===== src/sv/assert_macros.svh =====
// ----------------------------------------------------------------------------
// Assertion macros
// Clocked concurrent assertion helpers, disabled while the active-low reset is low.
// ----------------------------------------------------------------------------
`ifndef ASSERT_MACROS_SVH
`define ASSERT_MACROS_SVH

// Property checked at every edge outside reset
`define ASSERT_CLK(name, clk, rst_n, prop, msg) \
    name: assert property (@(posedge clk) disable iff (!rst_n) prop) \
        else $error(msg);

// Consequent checked in the cycle after the antecedent
`define ASSERT_NEXT(name, clk, rst_n, ante, cons, msg) \
    name: assert property (@(posedge clk) disable iff (!rst_n) (ante) |=> (cons)) \
        else $error(msg);

`endif


===== src/sv/cfs_pkg.sv =====
`timescale 1ns / 1ps
// ----------------------------------------------------------------------------
// cfs_pkg
// Shared types and operation codes of the coordinate queue with search.
// ----------------------------------------------------------------------------
package cfs_pkg;

    typedef logic [1:0] kind_t;

    localparam kind_t KIND_PUSH   = 2'd0;
    localparam kind_t KIND_POP    = 2'd1;
    localparam kind_t KIND_SEARCH = 2'd2;

    // controller to datapath
    typedef struct packed {
        logic accept;
        logic tail_load;
        logic scan;
        logic load_out;
    } cfs_cmd_t;

    // datapath to controller
    typedef struct packed {
        logic empty;
        logic last;
        logic hit;
        logic drained;
    } cfs_status_t;

endpackage


===== src/sv/cfs_controller.sv =====
`timescale 1ns / 1ps
// ----------------------------------------------------------------------------
// cfs_controller
// Sequencer for push, pop, search and result transfer.
// ----------------------------------------------------------------------------
module cfs_controller (
    input  logic                  aclk,
    input  logic                  aresetn,
    input  logic                  s_valid,
    output logic                  s_ready,
    input  cfs_pkg::kind_t        s_kind,
    output logic                  m_valid,
    input  logic                  m_ready,
    output cfs_pkg::cfs_cmd_t     cmd,
    input  cfs_pkg::cfs_status_t  status
);
    import cfs_pkg::*;

    localparam logic [2:0] S_IDLE      = 3'd0;
    localparam logic [2:0] S_TAIL_WAIT = 3'd1;
    localparam logic [2:0] S_TAIL_LOAD = 3'd2;
    localparam logic [2:0] S_SCAN      = 3'd3;
    localparam logic [2:0] S_DONE      = 3'd4;

    logic [2:0] state_reg, state_next;
    logic       m_valid_reg, m_valid_next;
    logic       accept, out_free;

    assign s_ready  = (state_reg == S_IDLE);
    assign accept   = s_ready && s_valid;
    assign out_free = !m_valid_reg || m_ready;
    assign m_valid  = m_valid_reg;

    assign cmd.accept    = accept;
    assign cmd.tail_load = (state_reg == S_TAIL_LOAD);
    assign cmd.scan      = (state_reg == S_SCAN);
    assign cmd.load_out  = (state_reg == S_DONE) && out_free;

    always_comb begin
        state_next = state_reg;
        unique case (state_reg)
            S_IDLE: begin
                if (accept) begin
                    unique case (s_kind)
                        KIND_POP: begin
                            state_next = (status.empty || status.last) ? S_DONE : S_TAIL_WAIT;
                        end
                        KIND_SEARCH: begin
                            state_next = status.empty ? S_DONE : S_SCAN;
                        end
                        default: begin
                            state_next = S_DONE;
                        end
                    endcase
                end
            end
            S_TAIL_WAIT: state_next = S_TAIL_LOAD;
            S_TAIL_LOAD: state_next = S_DONE;
            S_SCAN: begin
                if (status.hit || status.drained) begin
                    state_next = S_DONE;
                end
            end
            S_DONE: begin
                if (out_free) begin
                    state_next = S_IDLE;
                end
            end
            default: state_next = S_IDLE;
        endcase
    end

    always_comb begin
        m_valid_next = m_valid_reg;
        priority if (cmd.load_out) begin
            m_valid_next = 1'b1;
        end else if (m_ready) begin
            m_valid_next = 1'b0;
        end
    end

    always_ff @(posedge aclk) begin
        if (!aresetn) begin
            state_reg   <= S_IDLE;
            m_valid_reg <= 1'b0;
        end else begin
            state_reg   <= state_next;
            m_valid_reg <= m_valid_next;
        end
    end

endmodule


===== config.mk =====
export PLATFORM = sky130hd
export DESIGN_NAME = cfs_controller
export DESIGN_NICKNAME = d
export VERILOG_FILES = /design/src/sv/assert_macros.svh /design/src/sv/cfs_pkg.sv /design/src/sv/cfs_controller.sv
export SDC_FILE = /design/constraint.sdc
export NUM_CORES = 1
export LEC_CHECK = 0
export ABC_CLOCK_PERIOD_IN_PS = 1400
export BUFFER_PORTS_ARGS = -buffer_cell sky130_fd_sc_hd__buf_4
export CORE_AREA = 2 2 39 41
export CTS_CLUSTER_SIZE = 16
export DETAILED_ROUTE_END_ITERATION = 8
export DIE_AREA = 0 0 41 43
export PLACE_DENSITY_LB_ADDON = 0.3
export SKIP_LAST_GASP = 1
export SYNTH_ARGS = -nofsm -noshare
export SYNTH_HDL_FRONTEND = slang
export SYNTH_SLANG_ARGS = --single-unit

===== constraint.sdc =====
create_clock -name aclk -period 1.4 [get_ports aclk]
set_input_delay 0.28 -clock aclk [delete_from_list [all_inputs] [get_ports aclk]]
set_output_delay 0.28 -clock aclk [all_outputs]
set_load 0.1 [all_outputs]

# Word level (Yosys, flattened, before mapping)
# Cells that the tools add are included.
dict set report totals {
  reg_bits 4
  input_bits 10
  out_inout_bits 6
  word_cells 29
}
dict set report classes {
  n_eq_ne 9
  n_mux 9
  n_reduce_logical 9
}
# op n
set ops {}
lappend ops {{3-bit two-way mux} 5}
lappend ops {{3-bit one-hot mux with 5 select lines} 1}
lappend ops {{3-bit by 2-bit == test with 1-bit output (second input constant)} 2}
lappend ops {{3-bit one-hot mux with 2 select lines} 1}
lappend ops {{2-bit by 1-bit != test with 1-bit output (second input constant)} 2}
lappend ops {{3-bit by 1-bit == test with 1-bit output (second input constant)} 1}
lappend ops {{3-bit == test (second input constant)} 1}
lappend ops {{3-bit zero test} 1}
lappend ops {{1-bit logical OR} 3}
lappend ops {{3-bit AND reduction} 1}
lappend ops {{2-bit by 1-bit == test with 1-bit output (second input constant)} 1}
lappend ops {{2-bit == test (second input constant)} 1}
lappend ops {{1-bit logical AND} 2}
lappend ops {{1-bit two-way mux} 2}
lappend ops {{2-bit != test (second input constant)} 1}
lappend ops {{2-bit nonzero test} 1}
lappend ops {{1-bit zero test} 1}

# Longest topological paths before layout
dict set report logic_depth {
  depth_word 5
  ltp_mapped 5
  ltp_nobuf 5
}

# Worst setup path after synthesis
# Ideal clock, no wire load.
dict set report synth_timing {
  path_type {register to output}
  start {register state_reg[2]}
  end {output port cmd[3] (netlist bit)}
  t_arrival_ns 3.105
  t_required_ns 1.120
  setup_slack_ns -1.985
  stages_incl_launch_ff 4
  n_path_buf 1
  path_cell_list {dfxtp_1 -> nor3_1 -> and2_1 -> buf_4}
}
dict set report synth_via {
  elab_chain_cells 2
}
# item line_no
set synth_lines {}
lappend synth_lines {{start: declaration} cfs_controller.sv:25} ;# logic [2:0] state_reg, state_next;
lappend synth_lines {{start signal: assignment} cfs_controller.sv:87} ;# state_reg <= state_next;
lappend synth_lines {{3-bit zero test} cfs_controller.sv:29} ;# assign s_ready = (state_reg == S_IDLE);
lappend synth_lines {{named net s_ready} cfs_controller.sv:10} ;# output logic s_ready,
lappend synth_lines {{1-bit logical AND} cfs_controller.sv:30} ;# assign accept = s_ready && s_valid;
lappend synth_lines {{end: declaration} cfs_controller.sv:14} ;# output cfs_pkg::cfs_cmd_t cmd,
# The timed path passes the listed nets, and every way through them passes these cells.

==> metrics.txt <==
CP required ~1.1 ns; area grow syn2layout 106%; Max-slew headroom ~78%; outcome complete, but fails checks; Period Utilization, post-route 112%; # diodes 0; failing checks setup timing; Longest Clk Path Bufs 2; crit path time final 1.57 ns; Multi-input gate area about 240 µm²; CP max FO 3; actual slew at the worst max-slew pin about 0.33 ns; worst-path cell with the longest stage delay or3b_4; die area between 1500 and 2000 µm²; Avg WL per Cell 10.9 µm; setup tns final -0.521 ns; Top delay family on crit path simple AND/OR/NAND/NOR gates; Die H between 40 and 50 µm; RSZ-0062 raised after global routing yes; io pins 16; synth warn 0; syn_area_per_cell around 8.3 µm²; # clock sinks 4; count of different cell masters after synthesis 22; Vias 368; P_leak just over 0.0003 µW; CP Class reg2out; DR pass1 iterations 2; most frequent cells in the layout buf_4 (19), buf_12 (5), nor2_1 (4); most used flip-flop cell after synthesis dfxtp_1; Fmax achieved approximately 640 MHz; H-tree depth 1; Post-route DRC 0; Worst-path clk slew 0.03 ns; HPWL Detailed around 630 µm; Power, Total around 530 µW; Setup crit end kind output pin; PwrDens roughly 810 nW/µm²; gr usage total 14.0%; CTS tree yes; Seq/Total Area, Yosys 25.3%; initial antenna violation count 0; number of flops mapped to enable cells by yosys 0; die width 41 µm; Netlist Area Pre-Place between 300 and 400 µm²; max_cap viols 0; total grt overflow 0; #FFs+latches synth 4; CTS Root Cell clkbuf_4; CP peak stage delay about 0.40 ns; Clock Skews between 0.01 and 0.015 ns; # setup viols final 6; first-pass GRT wire length 1520 µm; Initial Util between 20% and 30%; Worst VDD drop about 0.22 mV; post-route ant nets 0; core area about 1400 µm²; async set or reset register ratio after synthesis 0%; Worst EP arrival 1.29 ns; fraction of final layout cells sized beyond drive strength 1 between 60 and 70%; hold buffer count at cts 0; Largest register FFs 3; Hold Crit Class in2reg; row count 14; Fill cells 149; placer congestion estimate between 0.7 and 0.8; total routed wirelength 896 µm; Worst Slack Setup Final -0.170 ns; commonest non-fill, non-tap cell in the layout buf_4; Reg area 87.6 µm²; DR vias/cell between 4 and 5; final slew viol count 0; CP startpoint kind flop; Mapped Nets 50; Iter 0 DRT Violations 5; Final Net Count 79; Hold Vio Cnt, Final 0; largest net degree at the start of global routing 6; CP Cell Sequence or3b_4, nor2b_4, buf_12; IO Port Bufs 15; cts bufs inserted 3; CP Buf/Inv Count 1; Clock Latency Late Sink ~0.25 ns; vias in the first global route roughly 370; Cells after Synth 38
-- final timing paths --
kind | start | end | slack [ns] | cells after the start
setup / recovery | state_reg[2] | cmd[0] | -0.17 | 3
hold / removal | aresetn | state_reg[2] | 0.30 | 2
setup reg to reg | state_reg[0] | state_reg[2] | 0 | 5
hold reg to reg | m_valid | m_valid | 0.61 | 2
-- stage by stage --
| stage | std cells | util (%) | area [µm²] | hold slack, ns | setup slack [ns] |
|---|---|---|---|---|---|
| finish | 82 | 47.1 | 652 | 0.302 | -0.170 |
| global route | 82 | 47.1 | 652 | 0.293 | -0.210 |
| CTS | 79 | 43.9 | 608 | 0.286 | -0.219 |
| detailed placement | 73 | 36.6 | 507 | 0.537 | -0.0505 |
| global placement | 73 | 36.6 | 507 | 0.540 | -0.0404 |
| floorplan | 38 | - | 360 | 0.404 | -0.531 |
-- per-layer routing --
| metal | track usage, % | vias to the layer above | routed length (µm) |
|---|---|---|---|
| met3 | 3.14 | 5 | 58 |
| met1 | 14.2 | 160 | 331 |
| met4 | 18.0 | 0 | 58 |
| met5 | 0 | - | 0 |
| li1 | - | 189 | - |
| met2 | 19.4 | 14 | 448 |
-- layout make-up --
| type | instances | area share [%] |
|---|---|---|
| Timing Repair Buffer | 26 | 40.7 |
| Multi-Input combinational cell | 29 | 37.0 |
| Sequential cell | 4 | 13.4 |
| Clock buffer | 4 | 4.03 |
| Tap cell | 16 | 3.07 |
| Inverter | 3 | 1.73 |
-- synthesized netlist by cell type, types with 2 or more instances --
cell	number	share of area, %
dfxtp_1	4	25
nor2_1	4	4.7
inv_1	3	3.6
nor2b_1	3	5.9
a211oi_1	2	4.7
buf_4	2	4.7
ha_1	2	7.9
nand2_1	2	2.4
nor3_1	2	3.2
or3b_1	2	5.5
-- kinds of logic (layout without fill, tap and decap cells) --
family / Yosys count / in the layout / share of synthesized area [%]
buffers and inverters: 5 / 33 / 8.30
AO/OA/AOI/OAI: 8 / 8 / 22.1
adder cells (fa/ha/maj): 2 / 2 / 7.90
AND/OR/NAND/NOR: 19 / 19 / 36.4
flip-flops: 4 / 4 / 25.3
-- repair_timing --
item / CTS / global route
pin swaps: 3 / 2
endpoints found under the setup margin: 5 / 5
resized for setup: 15 / 6
buffers inserted: 2 / 3
hold endpoints to repair: 0 / 0
-- power breakdown --
group / leakage [µW] / total [µW] / switching [µW] / internal, µW
registers: 0.0000347 / 123 / 3.43 / 120
logic: 0.000262 / 234 / 127 / 107
clock network: 0.0000150 / 169 / 61.4 / 108
total: 0.000312 / 526 / 192 / 334
(Power assumes the default switching activity.)
