## config.mk

```make
export PLATFORM = sky130hd
export DESIGN_NAME = cfs_datapath
export DESIGN_NICKNAME = d
export VERILOG_FILES = /design/src/sv/assert_macros.svh /design/src/sv/cfs_pkg.sv /design/src/sv/cfs_datapath.sv
export SDC_FILE = /design/constraint.sdc
export NUM_CORES = 2
export LEC_CHECK = 0
export BUFFER_PORTS_ARGS = -buffer_cell sky130_fd_sc_hd__buf_2
export CORE_MARGIN = 4
export CORE_UTILIZATION = 40
export CTS_BUF_LIST = sky130_fd_sc_hd__clkbuf_4 sky130_fd_sc_hd__clkbuf_8
export CTS_CLUSTER_DIAMETER = 60
export DETAILED_ROUTE_END_ITERATION = 6
export SYNTH_ARGS = -nofsm -noshare
export SYNTH_HDL_FRONTEND = slang
export SYNTH_SLANG_ARGS = --single-unit
```

## constraint.sdc

```tcl
create_clock -name aclk -period 4.2 [get_ports aclk]
set_clock_uncertainty 0.05 [all_clocks]
set_input_delay 0.21 -clock aclk [delete_from_list [all_inputs] [get_ports aclk]]
set_output_delay 0.21 -clock aclk [all_outputs]
set_load 0.02 [all_outputs]
```

## src/sv/assert_macros.svh

```systemverilog
// ----------------------------------------------------------------------------
// Assertion macros
// Clocked concurrent assertion helpers, disabled while the active-low reset is low.
// ----------------------------------------------------------------------------
`ifndef ASSERT_MACROS_SVH
`define ASSERT_MACROS_SVH

// Property checked at every edge outside reset
`define ASSERT_CLK(name, clk, rst_n, prop, msg) \
    name: assert property (@(posedge clk) disable iff (!rst_n) prop) \
        else $error(msg);

// Consequent checked in the cycle after the antecedent
`define ASSERT_NEXT(name, clk, rst_n, ante, cons, msg) \
    name: assert property (@(posedge clk) disable iff (!rst_n) (ante) |=> (cons)) \
        else $error(msg);

`endif

```

## src/sv/cfs_pkg.sv

```systemverilog
`timescale 1ns / 1ps
// ----------------------------------------------------------------------------
// cfs_pkg
// Shared types and operation codes of the coordinate queue with search.
// ----------------------------------------------------------------------------
package cfs_pkg;

    typedef logic [1:0] kind_t;

    localparam kind_t KIND_PUSH   = 2'd0;
    localparam kind_t KIND_POP    = 2'd1;
    localparam kind_t KIND_SEARCH = 2'd2;

    // controller to datapath
    typedef struct packed {
        logic accept;
        logic tail_load;
        logic scan;
        logic load_out;
    } cfs_cmd_t;

    // datapath to controller
    typedef struct packed {
        logic empty;
        logic last;
        logic hit;
        logic drained;
    } cfs_status_t;

endpackage

```

## src/sv/cfs_datapath.sv

```systemverilog
`timescale 1ns / 1ps
// ----------------------------------------------------------------------------
// cfs_datapath
// Ring memory, pointers, occupancy, search scan and result register.
// ----------------------------------------------------------------------------
module cfs_datapath #(
    parameter int QUEUE_DEPTH = 256,
    parameter int COORD_BITS  = 8
) (
    input  logic                               aclk,
    input  logic                               aresetn,
    input  cfs_pkg::cfs_cmd_t                  cmd,
    output cfs_pkg::cfs_status_t               status,
    input  cfs_pkg::kind_t                     s_kind,
    input  logic [COORD_BITS-1:0]              s_coord_x,
    input  logic [COORD_BITS-1:0]              s_coord_y,
    output logic                               m_found,
    output logic [COORD_BITS-1:0]              m_head_x,
    output logic [COORD_BITS-1:0]              m_head_y,
    output logic [COORD_BITS-1:0]              m_tail_x,
    output logic [COORD_BITS-1:0]              m_tail_y,
    output logic [$clog2(QUEUE_DEPTH+1)-1:0]   m_occupancy,
    output logic                               m_is_empty,
    output logic                               m_overflow,
    output logic                               m_underflow
);
    import cfs_pkg::*;

    localparam int PTR_W = $clog2(QUEUE_DEPTH);
    localparam int CNT_W = $clog2(QUEUE_DEPTH + 1);
    localparam int ENT_W = 2 * COORD_BITS;
    localparam logic [PTR_W-1:0] PTR_LAST = PTR_W'(QUEUE_DEPTH - 1);
    localparam logic [CNT_W-1:0] CNT_FULL = CNT_W'(QUEUE_DEPTH);
    localparam logic [CNT_W-1:0] CNT_ONE  = CNT_W'(1);

    function automatic logic [PTR_W-1:0] next_ptr(input logic [PTR_W-1:0] p);
        return (p == PTR_LAST) ? '0 : p + PTR_W'(1);
    endfunction

    logic [ENT_W-1:0] mem [QUEUE_DEPTH];
    logic [ENT_W-1:0] rd_data_reg;

    logic [PTR_W-1:0] wp_reg, wp_next;
    logic [PTR_W-1:0] rp_reg, rp_next;
    logic [CNT_W-1:0] count_reg, count_next;
    logic [PTR_W-1:0] scan_ptr_reg, scan_ptr_next;
    logic [CNT_W-1:0] scan_left_reg, scan_left_next;
    logic             cmp_vld_reg, cmp_vld_next;
    logic [ENT_W-1:0] key_reg, key_next;
    logic [ENT_W-1:0] head_reg, head_next;
    logic [ENT_W-1:0] tail_reg, tail_next;
    logic             found_reg, found_next;
    logic             ovf_reg, ovf_next;
    logic             unf_reg, unf_next;

    logic             is_empty, is_full, do_push, do_pop, do_search;
    logic [ENT_W-1:0] in_entry;

    assign is_empty  = (count_reg == '0);
    assign is_full   = (count_reg == CNT_FULL);
    assign in_entry  = {s_coord_x, s_coord_y};
    assign do_push   = cmd.accept && (s_kind == KIND_PUSH) && !is_full;
    assign do_pop    = cmd.accept && (s_kind == KIND_POP) && !is_empty;
    assign do_search = cmd.accept && (s_kind == KIND_SEARCH);

    assign status.empty   = is_empty;
    assign status.last    = (count_reg == CNT_ONE);
    assign status.hit     = cmp_vld_reg && (rd_data_reg == key_reg);
    assign status.drained = (scan_left_reg == '0) && !cmp_vld_reg;

    always_comb begin
        wp_next        = wp_reg;
        rp_next        = rp_reg;
        count_next     = count_reg;
        scan_ptr_next  = scan_ptr_reg;
        scan_left_next = scan_left_reg;
        cmp_vld_next   = cmd.scan && (scan_left_reg != '0);
        key_next       = key_reg;
        head_next      = head_reg;
        tail_next      = tail_reg;
        found_next     = found_reg;
        ovf_next       = ovf_reg;
        unf_next       = unf_reg;

        if (cmd.accept) begin
            found_next = 1'b0;
            ovf_next   = (s_kind == KIND_PUSH) && is_full;
            unf_next   = (s_kind == KIND_POP) && is_empty;
            key_next   = in_entry;
        end
        if (do_push) begin
            wp_next    = next_ptr(wp_reg);
            count_next = count_reg + CNT_W'(1);
            head_next  = in_entry;
            if (is_empty) begin
                tail_next = in_entry;
            end
        end
        if (do_pop) begin
            rp_next       = next_ptr(rp_reg);
            count_next    = count_reg - CNT_W'(1);
            scan_ptr_next = next_ptr(rp_reg);
        end
        if (do_search) begin
            scan_ptr_next  = rp_reg;
            scan_left_next = count_reg;
        end
        if (cmd.scan && (scan_left_reg != '0)) begin
            scan_ptr_next  = next_ptr(scan_ptr_reg);
            scan_left_next = scan_left_reg - CNT_W'(1);
        end
        if (cmd.scan && status.hit) begin
            found_next = 1'b1;
        end
        if (cmd.tail_load) begin
            tail_next = rd_data_reg;
        end
    end

    always_ff @(posedge aclk) begin
        if (do_push) begin
            mem[wp_reg] <= in_entry;
        end
        rd_data_reg <= mem[scan_ptr_reg];
    end

    always_ff @(posedge aclk) begin
        if (!aresetn) begin
            wp_reg      <= '0;
            rp_reg      <= '0;
            count_reg   <= '0;
            cmp_vld_reg <= 1'b0;
        end else begin
            wp_reg      <= wp_next;
            rp_reg      <= rp_next;
            count_reg   <= count_next;
            cmp_vld_reg <= cmp_vld_next;
        end
    end

    always_ff @(posedge aclk) begin
        scan_ptr_reg  <= scan_ptr_next;
        scan_left_reg <= scan_left_next;
        key_reg       <= key_next;
        head_reg      <= head_next;
        tail_reg      <= tail_next;
        found_reg     <= found_next;
        ovf_reg       <= ovf_next;
        unf_reg       <= unf_next;
    end

    // result register
    always_ff @(posedge aclk) begin
        if (cmd.load_out) begin
            m_found     <= found_reg;
            m_head_x    <= is_empty ? '0 : head_reg[ENT_W-1:COORD_BITS];
            m_head_y    <= is_empty ? '0 : head_reg[COORD_BITS-1:0];
            m_tail_x    <= is_empty ? '0 : tail_reg[ENT_W-1:COORD_BITS];
            m_tail_y    <= is_empty ? '0 : tail_reg[COORD_BITS-1:0];
            m_occupancy <= count_reg;
            m_is_empty  <= is_empty;
            m_overflow  <= ovf_reg;
            m_underflow <= unf_reg;
        end
    end

endmodule

```

# == Word-level counts from Yosys, hierarchy flattened ==
# Memory sizes are Yosys's and may differ from the RTL's. A register that Yosys moved wholly into a read port is not among the register bits.
# Cells that the tools add are included.
# word_totals
output_inout_bits,49
reg_bits,139
mem_count,1
ramBits,4096
# op_classes
reduce_logical,24
eq_ne,8
add_sub_neg,6
n_mux,15
# mem_list
memory,words,width,read_ports,rd_ports_with_merged_regs,wr,line,text
mem,256,16,1,1,1,cfs_datapath.sv:40,logic [ENT_W-1:0] mem [QUEUE_DEPTH];
# op_table
operator,n
$mux 16,3
$mux 8,6
$mux 9,4
$add 8x1->8 const B,3
$eq 8x8->1 const B,3
$logic_not 9->1,2
$sub 9x1->9 const B,2
$eq 16x16->1,1
$logic_and 1x1->1,11
$add 9x1->9 const B,1
$eq 9x1->1 const B,1
$eq 9x9->1 const B,1
$reduce_bool 9->1,1
$reduce_bool 2->1,4
$logic_not 1->1,3
$reduce_bool 3->1,1
$eq 2x1->1 const B,1
$eq 2x2->1 const B,1
$logic_not 2->1,1
$mux 1,2
$reduce_and 2->1,1

# == Logic depth before layout (Yosys ltp) ==
# logic_depth
ltp_word,6
mapped_depth,13
ltp_nobuf,9

# == Least setup slack after synthesis ==
# OpenSTA, ideal clock, no wires.
# synth_path
kind,reg2reg
from,reg count_reg[0]
to,"mem mem[221][0] (netlist bit), enable pin"
path_stages_with_launch,11
path_buffers,3
t_required_ns,3.762
arrival_time_ns,3.271
path_slack_ns,0.490
cell_sequence,dfxtp_1 clkbuf_1 inv_1 ha_1 nand4_1 nand2_1 inv_2 buf_1 nand3_1 clkbuf_1 nor2_1
# synth_via
elab_chain_len,5
# synth_lines
element,line,text
start: declaration,cfs_datapath.sv:45,"logic [CNT_W-1:0] count_reg, count_next;"
start signal: assignment,cfs_datapath.sv:136,count_reg <= count_next;
$eq 9x9->1,cfs_datapath.sv:60,assign is_full = (count_reg == CNT_FULL);
$logic_not 1->1,cfs_datapath.sv:62,assign do_push = cmd.accept && (s_kind == KIND_PUSH) && !is_full;
$logic_and 1x1->1,cfs_datapath.sv:62,
net do_push,cfs_datapath.sv:56,"logic is_empty, is_full, do_push, do_pop, do_search;"
$mux 1,cfs_datapath.sv:121,if (do_push) begin
$mux 1 (implied by the code),cfs_datapath.sv:122,mem[wp_reg] <= in_entry;
end: declaration,cfs_datapath.sv:40,
# The timed path passes the listed nets, and every way through them passes these cells.

==> summary.md <==
| Metric | Value |
|---|---|
| Routed WL per cell | 31.7 um |
| Count of final hold-check violations | 0 |
| Latest clock arrival within the worst-skew pair | 1280 ps |
| Starting density of the core | 40.1% |
| Reg clk slew, reported paths | 60 ps |
| Post-CTS Setup Bufs | 0 |
| Setup repair after global routing missed its margin | yes |
| Worst vdd ir | 291 uV |
| Worst Slack Setup Final | 2.35 ps |
| Met3 wire length | 46,900 um |
| Antenna violations before repair | 41 |
| DIE AREA | 424,000 um^2 |
| Hold crit path type | in2reg |
| Grt ovf | 0 |
| CP startpoint kind | flop |
| Layout area overhead | 14.4% |
| DR pass1 iterations | 5 |
| WL final | 472,000 um |
| Global-route wire length before repair | 662,000 um |
| TritonCTS clock tree | built |
| Reg2reg start | scan_ptr_reg[0] |
| Pwr dens | 480 nW/um^2 |
| Req. time, crit path | 5230 ps |
| Crit-path slowest cell | a211oi_1 |
| Area contributors post-synth | edfxtp_1 (76%), mux4_2 (10%), mux2i_1 (2.6%) |
| Number of enable flip-flop cells after synthesis | 4,208 |
| Setup TNS | 0 ps |
| Post-synth top cells | edfxtp_1 (4,208), mux4_2 (764), mux2i_1 (428) |
| Max reg flops | 4,096 |
| Wire length on met2 | 222,000 um |
| Slew headroom | 10.7% |
| Syn nets | 7,916 |
| Min-delay src | s_coord_y[1] |
| H-tree level count | 6 |
| Vias per cell | 5.81 |
| Avg Inst Size Synth | 21.0 um^2 |
| Largest net degree at the start of global routing | 126 |
| TritonCTS Buffers | 683 |
| Port Buffers | 72 |
| Largest stage delay, worst path | 660 ps |
| Fin crit period | 4200 ps |
| Die Y | 652 um |
| Maximum buffer depth of the clock tree | 4 |
| Number of buffers and inverters on the critical path | 4 |
| Tcrit/Tclk final | 99.9% |
| Ys flop type | edfxtp_1 |
| Netlist cell types | 88 |
| Total number of vias | 86,500 |
| # IOs | 73 |
| Max Cap Violations | 0 |
| Netlist Area Pre-Place | 166,000 um^2 |
| Static leakage | 60.8 nW |
| Crit path DAT | 5220 ps |
| Ordered list of cells on the worst path | buf_12, buf_12, buf_12, mux4_2, mux4_2, o221ai_1, a21oi_1, a211oi_1, buf_4, nor3_1 |
| 1st-iter DRT viols | 12,900 |
| Fraction of layout cells with a size suffix above 1 | 29.1% |
| Most frequent cell after synthesis | edfxtp_1 |
| Status | finished, final reports clean |
| Area share of the largest cell type after synthesis | 76.3% |
| Die X | 652 um |
| Cells after Synth | 7,881 |
| CP top delay family | multiplexers |
| Worst setup path start | scan_ptr_reg[0] |
| Final net count | 8,900 |
| Most used cell, CP | buf_12 |
| Global Route Usage Sum | 21.8% |
| Clk sinks | 4,251 |
| Synth async-reset ratio | 0% |
| Seq cells post-synth | 4,251 |
| Crit path capture type | flop |
| Post-Route M1 WL | 187,000 um |
| Sequential element share of the synthesized area | 76.8% |
| Slew Limit Fails | 0 |
| Number of global-route vias before repair | 85,800 |
| Place WS | -220 ps |
| Critical path fanouts, max | 49 |
| Max Used Layer | met5 |
| Final setup viols | 0 |
| DP HPWL | 290,000 um |
| Yosys top cell by area | edfxtp_1 |
| Core area | 413,000 um^2 |
| Row cnt | 236 |
| Yosys warnings | 0 |
| Antenna-violating nets left | 0 |
| Gpl congestion | 0.916 |
| Root Buffer | clkbuf_8 |
| DR DRC count | 0 |
| Tightest Pin Transition | 1340 ps |
| Top reg by flops | mem |
| Peak Freq | 238 MHz |
| Final Power | 91.0 mW |
| Kind of critical path | reg2reg |
==> cell families (layout without fill, tap and decap cells) <==
group,count (synthesis),after routing,share of synthesized area [%]
and+or+nand+nor,997,997,2.90
buffers and inverters,476,1978,2.07
other,0,14,0
adders and majority gates,11,11,0.0831
xor gates and xnor gates,40,40,0.212
muxes,1356,1356,14.6
AOI/OAI and AO/OA,750,750,3.31
DFF,4251,4251,76.8
==> stage by stage <==
stage / cell area, um^2 / hold WS, ps / std cells / utilization [%]
finish: 190000 / 83.7 / 14900 / 45.9
CTS: 189000 / 2.38 / 14900 / 45.9
global placement: 176000 / 365 / 13600 / 42.5
global route: 190000 / 39.0 / 14900 / 45.9
detailed placement: 176000 / 365 / 13600 / 42.6
floorplan: 166000 / 259 / 7881 / -
==> power by group <==
group	leakage (nW)	switching, mW	internal, mW	total, mW
Clock	6.99	16.3	18.4	34.7
Combinational	15.6	5.81	3.33	9.13
Sequential	38.3	0.296	46.9	47.2
==> path summary, 6_finish.rpt <==
check | to | slack [ps] | depth (start not counted)
max | rd_data_reg[13] | 2 | 10
min reg2reg | m_found | 380 | 0
max reg2reg | rd_data_reg[13] | 2 | 10
min | mem[223][1] | 80 | 2
==> metal layers <==
metal	up-vias	GRT usage, %
li1	35100	-
met3	779	4.54
met4	6	7.00
met2	4742	34.2
met5	-	0
met1	45800	30.5
==> placed cells by master (no fill, tap or decap), types with 14 or more instances in the layout <==
cell type	instances
a211oi_1	59
a21oi_1	97
a221oi_1	36
a22oi_1	126
and2_1	49
buf_12	79
buf_2	56
buf_4	558
buf_8	16
clkbuf_4	240
clkbuf_8	705
clkinv_1	153
clkinv_2	48
dfxtp_1	43
diode_2	14
dlygate4sd3_1	48
edfxtp_1	4208
mux2_2	106
mux2i_1	428
mux4_1	58
mux4_2	764
nand2_1	173
nand3_1	75
nand3_2	16
nand4_1	63
nor2_1	327
nor2_2	22
nor2b_1	25
nor3_1	98
nor3b_1	15
nor4_1	28
o211ai_1	32
o21ai_0	84
o221ai_1	106
o22a_1	36
o22ai_1	75
or3_1	25
xnor2_1	26
xor2_1	14
==> area by class of cell <==
| type | instances | area (um^2) |
|---|---|---|
| diodes | 14 | 35.0 |
| clock buffers | 945 | 11500 |
| clock inverters | 258 | 1690 |
| fillers | 34400 | 223000 |
| inverters | 11 | 42.5 |
| multi-input cells | 3154 | 35300 |
| flip-flops and latches | 4251 | 127000 |
| well taps | 5474 | 6850 |
| repair buffers | 764 | 6960 |
==> repair_timing <==
action                                   CTS  global route
endpoints found under the setup margin     3             5
hold buffers                              49             1
pin swaps                                  0             4
endpoints found under the hold margin   4283             3
gates resized for setup                    6            10
gates cloned                               0             3
Note: power is estimated with default switching activity, not from simulation.
